$ cat config.mk
export PLATFORM = sky130hd
export DESIGN_NAME = hub_value_frame_stuffer_flat
export DESIGN_NICKNAME = d
export VERILOG_FILES = /design/src/rtl/hvfs_pkg.sv /design/src/rtl/hvfs_in_if.sv /design/src/rtl/hvfs_out_if.sv /design/src/rtl/hvfs_expand.sv /design/src/rtl/hvfs_serialiser.sv /design/src/rtl/hub_value_frame_stuffer.sv /design/src/flat_wrapper.sv
export SDC_FILE = /design/constraint.sdc
export NUM_CORES = 1
export LEC_CHECK = 0
export ABC_AREA = 1
export BUFFER_PORTS_ARGS = -buffer_cell sky130_fd_sc_hd__buf_4
export CORE_MARGIN = 5
export CORE_UTILIZATION = 55
export CTS_CLUSTER_SIZE = 12
export DETAILED_ROUTE_END_ITERATION = 8
export GPL_TIMING_DRIVEN = 0
export PLACE_DENSITY_LB_ADDON = 0.1
export SYNTH_ARGS = -nofsm -noshare
export SYNTH_HDL_FRONTEND = slang
export SYNTH_SLANG_ARGS = --single-unit
$ cat constraint.sdc
create_clock -name clk -period 2.7 [get_ports clk]
set_clock_uncertainty 0.2 [all_clocks]
set_input_delay 0 -clock clk [delete_from_list [all_inputs] [get_ports clk]]
set_output_delay 0 -clock clk [all_outputs]
set_load 0.03 [all_outputs]
$ cat src/rtl/hvfs_pkg.sv
// Package: markers, frame types and the byte stuffing helper.
`timescale 1ns / 1ps

package hvfs_pkg;

	localparam int FRAME_MAX = 6;
	localparam int IDX_W     = $clog2(FRAME_MAX);

	typedef logic [7:0] byte_t;
	typedef logic [IDX_W-1:0] idx_t;

	localparam byte_t START_MARK   = 8'h5E;
	localparam byte_t ESC_MARK     = 8'h5D;
	localparam byte_t ESC_OF_START = 8'h3E;
	localparam byte_t ESC_OF_ESC   = 8'h3D;

	typedef struct packed {
		byte_t [FRAME_MAX-1:0] bytes;
		idx_t                  last_idx;
	} frame_t;

	typedef struct packed {
		logic  esc;
		byte_t code;
	} stuff_t;

	function automatic stuff_t stuff_byte(input byte_t b);
		stuff_t s;
		s.esc  = (b == START_MARK) || (b == ESC_MARK);
		s.code = (b == START_MARK) ? ESC_OF_START : ESC_OF_ESC;
		return s;
	endfunction

endpackage

$ cat src/rtl/hvfs_in_if.sv
// Input channel: one telemetry value beat.
`timescale 1ns / 1ps

interface hvfs_in_if;
	logic                 valid;
	logic                 ready;
	hvfs_pkg::byte_t      data_id;
	logic          [15:0] value;

	modport source (output valid, output data_id, output value, input ready);
	modport sink   (input valid, input data_id, input value, output ready);
endinterface

$ cat src/rtl/hvfs_out_if.sv
// Output channel: one frame byte beat.
`timescale 1ns / 1ps

interface hvfs_out_if;
	logic            valid;
	logic            ready;
	hvfs_pkg::byte_t out_byte;
	logic            frame_end;

	modport source (output valid, output out_byte, output frame_end, input ready);
	modport sink   (input valid, input out_byte, input frame_end, output ready);
endinterface

$ cat src/rtl/hvfs_expand.sv
// Frame builder: start marker, identifier and stuffed value bytes.
`timescale 1ns / 1ps

module hvfs_expand (
	input  hvfs_pkg::byte_t  data_id,
	input  logic [15:0]      value,
	output hvfs_pkg::frame_t frame
);

	hvfs_pkg::stuff_t lo;
	hvfs_pkg::stuff_t hi;

	always_comb begin
		lo = hvfs_pkg::stuff_byte(value[7:0]);
		hi = hvfs_pkg::stuff_byte(value[15:8]);
		frame = '0;
		frame.bytes[0] = hvfs_pkg::START_MARK;
		frame.bytes[1] = data_id;
		if (lo.esc) begin
			frame.bytes[2] = hvfs_pkg::ESC_MARK;
			frame.bytes[3] = lo.code;
			if (hi.esc) begin
				frame.bytes[4] = hvfs_pkg::ESC_MARK;
				frame.bytes[5] = hi.code;
				frame.last_idx = hvfs_pkg::idx_t'(5);
			end else begin
				frame.bytes[4] = value[15:8];
				frame.last_idx = hvfs_pkg::idx_t'(4);
			end
		end else begin
			frame.bytes[2] = value[7:0];
			if (hi.esc) begin
				frame.bytes[3] = hvfs_pkg::ESC_MARK;
				frame.bytes[4] = hi.code;
				frame.last_idx = hvfs_pkg::idx_t'(4);
			end else begin
				frame.bytes[3] = value[15:8];
				frame.last_idx = hvfs_pkg::idx_t'(3);
			end
		end
	end

endmodule

$ cat src/rtl/hvfs_serialiser.sv
// Frame register, byte index and output register.
`timescale 1ns / 1ps

module hvfs_serialiser (
	input  logic             clk,
	input  logic             arst_n,
	input  logic             in_valid,
	output logic             in_ready,
	input  hvfs_pkg::frame_t frame,
	output logic             out_valid,
	input  logic             out_ready,
	output hvfs_pkg::byte_t  out_byte,
	output logic             frame_end
);

	hvfs_pkg::frame_t frame_q;
	hvfs_pkg::idx_t   idx_q;
	logic             busy_q;
	logic             out_valid_q;
	hvfs_pkg::byte_t  out_byte_q;
	logic             out_end_q;

	logic out_load;
	logic adv;
	logic last;
	logic take;

	assign out_load = !out_valid_q || out_ready;
	assign adv      = busy_q && out_load;
	assign last     = (idx_q == frame_q.last_idx);
	assign in_ready = !busy_q || (adv && last);
	assign take     = in_valid && in_ready;

	always_ff @(posedge clk or negedge arst_n) begin
		if (!arst_n) begin
			busy_q <= 1'b0;
			idx_q  <= '0;
		end else if (take) begin
			busy_q <= 1'b1;
			idx_q  <= '0;
		end else if (adv && last) begin
			busy_q <= 1'b0;
		end else if (adv) begin
			idx_q <= idx_q + hvfs_pkg::idx_t'(1);
		end
	end

	always_ff @(posedge clk) begin
		if (take) begin
			frame_q <= frame;
		end
	end

	always_ff @(posedge clk or negedge arst_n) begin
		if (!arst_n) begin
			out_valid_q <= 1'b0;
		end else if (out_load) begin
			out_valid_q <= adv;
		end
	end

	// payload of the output beat
	always_ff @(posedge clk) begin
		if (adv) begin
			out_byte_q <= frame_q.bytes[idx_q];
			out_end_q  <= last;
		end
	end

	assign out_valid = out_valid_q;
	assign out_byte  = out_byte_q;
	assign frame_end = out_end_q;

endmodule

$ cat src/rtl/hub_value_frame_stuffer.sv
// Top level of the telemetry value frame stuffer.
//
// in_ch carries one beat per value: data_id and a 16-bit value. out_ch carries
// the frame one byte per beat: start marker, identifier, value low byte, value
// high byte, where a value byte equal to a marker goes out as an escape pair.
// frame_end is high on the last byte of each frame (4 to 6 bytes).
// The value beat is taken into the frame register, from which its bytes move
// one at a time to the output register. Throughput: one byte per cycle while
// out_ch does not stall; the next value is taken in the cycle the current
// frame's last byte moves to the output register, so frames run without a gap.
// A stall on out_ch holds the output beat stable and, while the frame register
// is still busy, holds in_ch.ready low.
// Reset (arst_n low) empties the frame register and the output register; no
// other state is kept between values.
`timescale 1ns / 1ps

module hub_value_frame_stuffer (
	input  logic      clk,
	input  logic      arst_n,
	hvfs_in_if.sink   in_ch,
	hvfs_out_if.source out_ch
);

	hvfs_pkg::frame_t frame;

	hvfs_expand u_expand (
		.data_id (in_ch.data_id),
		.value   (in_ch.value),
		.frame   (frame)
	);

	hvfs_serialiser u_ser (
		.clk       (clk),
		.arst_n    (arst_n),
		.in_valid  (in_ch.valid),
		.in_ready  (in_ch.ready),
		.frame     (frame),
		.out_valid (out_ch.valid),
		.out_ready (out_ch.ready),
		.out_byte  (out_ch.out_byte),
		.frame_end (out_ch.frame_end)
	);

endmodule

$ cat src/flat_wrapper.sv
// flat-port wrapper written by rule: the top's interface ports become plain ports
module hub_value_frame_stuffer_flat 
  (clk, arst_n, in_ch_valid, in_ch_data_id, in_ch_value, in_ch_ready, out_ch_valid, out_ch_out_byte, out_ch_frame_end, out_ch_ready);
  hvfs_in_if in_ch_i ();
  hvfs_out_if out_ch_i ();
  input  logic clk;
  input  logic arst_n;
  input wire logic [$bits(in_ch_i.valid)-1:0] in_ch_valid;
  input wire logic [$bits(in_ch_i.data_id)-1:0] in_ch_data_id;
  input wire logic [$bits(in_ch_i.value)-1:0] in_ch_value;
  output wire logic [$bits(in_ch_i.ready)-1:0] in_ch_ready;
  output wire logic [$bits(out_ch_i.valid)-1:0] out_ch_valid;
  output wire logic [$bits(out_ch_i.out_byte)-1:0] out_ch_out_byte;
  output wire logic [$bits(out_ch_i.frame_end)-1:0] out_ch_frame_end;
  input wire logic [$bits(out_ch_i.ready)-1:0] out_ch_ready;
  assign in_ch_i.valid = in_ch_valid;
  assign in_ch_i.data_id = in_ch_data_id;
  assign in_ch_i.value = in_ch_value;
  assign in_ch_ready = in_ch_i.ready;
  assign out_ch_valid = out_ch_i.valid;
  assign out_ch_out_byte = out_ch_i.out_byte;
  assign out_ch_frame_end = out_ch_i.frame_end;
  assign out_ch_i.ready = out_ch_ready;
  hub_value_frame_stuffer u_core (.clk(clk), .arst_n(arst_n), .in_ch(in_ch_i), .out_ch(out_ch_i));
endmodule
# [Word-level counts from Yosys, hierarchy flattened]
# Cells that the tools add are included.
[classes] div=0 mux=15 n_eq_ne=6 shifts=0 magnitude_cmp=1 n_mul=0 addsub=1 bitwise_logic=0 reduce_logical=12
[ops] op="$eq 8x7->1 const B" n=4
[ops] op="$bmux 8 s3" n=1
[ops] op="$mux 24" n=1
[ops] op="$mux 8" n=2
[ops] op="$mux 3" n=5
[ops] op="$mux 6" n=1
[ops] op="$logic_or 1x1->1" n=4
[ops] op="$lt 3x4->1 const B" n=1
[ops] op="$mux 2" n=2
[ops] op="$reduce_bool 2->1" n=2
[ops] op="$add 3x1->3 const B" n=1
[ops] op="$eq 3x3->1" n=1
[ops] op="$logic_and 1x1->1" n=3
[ops] op="$mux 1" n=3
[ops] op="$logic_not 1->1" n=2
[ops] op="$ne 2x2->1 const B" n=1
[ops] op="$reduce_and 2->1" n=1
[totals] output_inout_bits=11 memories=0 latch_bits=0 word_cells=46 mem_bits_rw=0 input_bits=28 rom_bits=0 regBits=57

# [Longest topological paths before layout]
[logic_depth] ltp_word=8 ltp_mapped=10 depth_no_buf=9

# [Hierarchy]
# Synthesis repeated with hierarchy kept, for this count alone.
[unflattened] hier_cells=277 hier_area_um2=3178.0
[by_module_without_submodules] module="hvfs_serialiser" cells_per_inst=178 area_per_inst_um2=2626.3 instances=1 seq_area_each_um2=1926.8
[by_module_without_submodules] module="hvfs_expand" cells_per_inst=99 area_per_inst_um2=551.8 instances=1 seq_area_each_um2=0.0

# [Least setup slack after synthesis]
# OpenSTA, ideal clock, no wires.
[synth_timing] path_kind="register to register" startpoint="reg u_core.u_ser.idx_q[0]" endpoint="reg u_core.u_ser.frame_q[0] (netlist bit), enable pin" path_slack_ns=0.497 t_required_ns=2.124 synth_period_minus_slack_ns=2.203 setup_time_ns=0.376 arrival_ns=1.626 path_buffers=1 stages_incl_launch_ff=9 path_cell_list="dfrtp_1 buf_6 inv_2 nand2_1 nand2_1 nand4_1 nand2_1 nand2_2 inv_2"
[synth_between] elab_chain_len=4
[synth_lines] element="from (decl)" line="hvfs_serialiser.sv:17" text="hvfs_pkg::idx_t idx_q;"
[synth_lines] element="from (signal assigned)" line="hvfs_serialiser.sv:44" text="idx_q <= idx_q + hvfs_pkg::idx_t'(1);"
[synth_lines] element="$eq 3x3->1" line="hvfs_serialiser.sv:30" text="assign last = (idx_q == frame_q.last_idx);"
[synth_lines] element="$logic_and 1x1->1" line="hvfs_serialiser.sv:31" text="assign in_ready = !busy_q || (adv && last);"
[synth_lines] element="$logic_or 1x1->1" line="hvfs_serialiser.sv:31"
[synth_lines] element="via in_ch_ready" line="flat_wrapper.sv:11" text="output wire logic [$bits(in_ch_i.ready)-1:0] in_ch_ready;"
[synth_lines] element="$logic_and 1x1->1" line="hvfs_serialiser.sv:32" text="assign take = in_valid && in_ready;"
[synth_lines] element="via u_core.u_ser.take" line="hvfs_serialiser.sv:26" text="logic take;"
[synth_lines] element="to (signal assigned)" line="hvfs_serialiser.sv:50" text="frame_q <= frame;"
[synth_lines] element="to (decl)" line="hvfs_serialiser.sv:16" text="hvfs_pkg::frame_t frame_q;"
# The timed path passes the listed nets, and every way through them passes these cells.
# A chain may end at the register's enable or synchronous reset.

# [Worst setup path in the final report]
[layout_timing] startpoint="reg u_core.u_ser.idx_q[0]" endpoint="reg u_core.u_ser.frame_q[11] (netlist bit), enable pin"
[layout_between] elab_chain_len=4
[layout_lines] element="$eq 3x3->1" line="hvfs_serialiser.sv:30"
[layout_lines] element="$logic_and 1x1->1" line="hvfs_serialiser.sv:31"
[layout_lines] element="$logic_or 1x1->1" line="hvfs_serialiser.sv:31"
[layout_lines] element="$logic_and 1x1->1" line="hvfs_serialiser.sv:32"
[layout_lines] element="via u_core.u_ser.take" line="hvfs_serialiser.sv:26"
# The timed path passes the listed nets, and every way through them passes these cells.

==> impl_results.md <==
- Outcome: completed
- Crit path max fanout: 40
- Net count after synthesis: 250
- Area post-placement: ~2700 sq um
- RR Endpoint: u_core.u_ser.frame_q[11]
- Worst setup path startpoint: u_core.u_ser.idx_q[0]
- Final antenna-violating net count: 0
- Cell count of the worst reg-to-reg path: 8
- Register area share after synthesis: 0.658
- Largest net degree at the start of global routing: 41
- RSZ-0062 raised after global routing: no
- CTS sink count: 52
- Detail Placement HPWL: ~3500 microns
- RR Startpoint: u_core.u_ser.idx_q[0]
- P_leak: 1.29 nW
- Post-synthesis adder-cell area fraction: 0.00536
- Insertion delay to the later sink of the worst-skew pair: 0.30 ns
- Via/cell ratio: approximately 5.2
- Area Overhead vs Synth: 30.7%
- Ports: 39
- Overflow after GRT: 0
- PD cells: 859 nW/um^2
- Pre-antenna DRT Iters: 4
- Setup TNS: 0 ns
- Switching pwr: 975 uW
- Wire per inst: roughly 15 microns
- Yosys cell types: 25
- ANT cells: 0
- Avg Synthesized Cell Area: 10.6 sq um
- Worst setup SP type: register
- Via count: around 1.8k
- CP most frequent cell: nand2_1
- Fillcell total: 272
- Critical Path AT: 2.12 ns
- Final Critical Period: about 2.4 ns
- Max-slew headroom: 0.126
- Nets: 324
- Sequential share of power: 0.456
- Gate power share: 0.386
- CP Class: register to register
- Initial Util: 0.576
- GPL Wtd Cong: 0.887
- Max Cap Viol: 0
- Drt total wl: around 5200 microns
- Crit-path max cell delay: 0.62 ns
- P_int: ~1.6 mW
- CTS tree: done
- Hold endpoint: u_core.u_ser.frame_q[14]
- DRT iter0 DRCs: 97
- Hold path start: in_ch_data_id[3]
- Post-synthesis xor/xnor area fraction: 0.00375
- Global-route wire length before repair: 8190 microns
- Simple-Gate Fraction of Synth Area: 0.196
- Most frequent cells in the layout: nand2_1, edfxtp_1, buf_4
- Yosys reg bits: 52
- Worst-margin pin slew: 1.31 ns
- Gr usage total: 0.203
- Mapped Area: 2340 sq um
- Post-Synthesis Cells: 221
- Clk slew on worst S/H paths: 0.08 ns
- Post-CTS Setup Inserts: 0
- Clk pwr share: 0.157
- Critical Path End Type: register
- Main combinational cell family by area after synthesis: simple AND/OR/NAND/NOR gates
- Core area: about 4100 sq um
- Die Ht: about 75 microns
- Row cnt: 23
- H-Tree Depth: 2
- Post-synthesis compound-gate area fraction: 0.0696
- Mux cell area share after synthesis: 0
- Slowest stage cell, crit path: inv_2
- Clock Path Buffers: 2
- CTS root buffer: clkbuf_8
- Max IR drop VDD: 0.403 mV
- Fraction of layout cells with a size suffix above 1: 0.226
- CTS buffer count: 5
- Slew Limit Fails: 0
- Area of the die: 5650 sq um
- Worst Path Required: 2.43 ns
- Initial antenna violation count: 0
- Vias in the first global route: 1843
- # setup viols final: 0
- Fmax: 419 MHz
- # DRC: 0
- Sw frac: 0.372
- Yosys warning total: 0
- Reg-to-reg slack, setup: 0.31 ns
- Period utilization: 0.884
- Final instance area: about 3100 sq um
- I/O Buffers: 38
- Commonest non-fill, non-tap cell in the layout: nand2_1
- Crit-path cells: buf_6 > inv_2 > nand2_1 > nand2_1 > nand4_1 > nand2_1 > nand2_2 > inv_2
- Worst Hold Depth: 2
- Worst Hold Class: input port to register
- Chip Width: between 70 and 80 microns
- Fin. Hold Viols: 0
[cells in the mapped netlist, drive strengths merged]
cell,number,area (sq um)
edfxtp,47,1410
nand4,2,12.5
clkbuf,6,22.5
nand3,18,95.1
o21ai,22,110
inv,24,90.1
nand2,54,218
buf,6,45.0
xnor2,1,8.76
a221oi,1,8.76
ha,1,12.5
nor2,20,82.6
nor3,6,50.1
dfrtp,5,125
a21oi,8,43.8
[through the flow]
step | total power, mW | cells | util | setup slack (ns) | hold slack [ns]
detailed placement | 2.19 | 309 | 0.661 | 0.350 | -0.395
global route | 2.78 | 346 | 0.753 | 0.158 | 0.214
global placement | 2.16 | 309 | 0.661 | 0.401 | -0.394
CTS | 2.63 | 346 | 0.753 | 0.327 | 0.201
floorplan | 1.85 | 221 | - | 0.497 | -0.496
finish | 2.62 | 346 | 0.753 | 0.313 | 0.220
[worst max-delay path by stage]
stage	to
final	u_core.u_ser.frame_q[11]
after global routing	u_core.u_ser.frame_q[15]
after CTS	u_core.u_ser.frame_q[27]
after detailed placement	u_core.u_ser.frame_q[36]
after global placement	u_core.u_ser.frame_q[44]
after floorplan	u_core.u_ser.frame_q[0]
[sequential cells by signal, indices dropped and copies added, names as in the netlist]
register,count
u_core.u_ser.frame_end,1
u_core.u_ser.idx_q,3
u_core.u_ser.out_byte,8
u_core.u_ser.frame_q,38
u_core.u_ser.out_valid,1
u_core.u_ser.busy_q,1
[layer usage]
metal  up-vias  part of all wire  GRT usage
met2        58              0.53      0.375
met3        13             0.062     0.0561
li1        885                 -          -
met4         0             0.029     0.0854
met1       853              0.38      0.217
met5         -                 0          0
[final cells by class]
class                           count  area, sq um  area share
Inverter                           24         90.1      0.0295
Clock buffer                        7         76.3      0.0250
Multi-Input combinational cell    133          642       0.210
Timing Repair Buffer               67          576       0.188
Clock inverter                      1         3.75     0.00123
Buffer                             12         67.6      0.0221
Sequential cell                    52         1540       0.503
Tap cell                           50         62.6      0.0205
[what timing repair did]
action	in CTS	in global routing
hold endpoints to repair	43	0
hold buffers	29	0
gates resized for setup	0	0
[power groups by stage]
stage	clock network [mW]	logic, mW	registers [mW]
final	0.413	1.01	1.20
after global routing	0.455	1.11	1.21
after CTS	0.426	1.01	1.20
after detailed placement	0	0.976	1.22
after global placement	0	0.954	1.21
after floorplan	0	0.510	1.34
[cells by family (layout without fill, tap and decap cells)]
family	Yosys count	after routing
AOI/OAI and AO/OA	31	31
xor gates and xnor gates	1	1
adders and majority gates	1	1
buffers and inverters	36	111
DFF	52	52
and+or+nand+nor	100	100
[worst max-delay path: cells and delay by family, from the launching register on]
kind	cells	cell delay (ns)
flops	1	0.40
buf+inv	3	0.86
simple gates	5	0.55
Power figures use the tool's default switching activity.
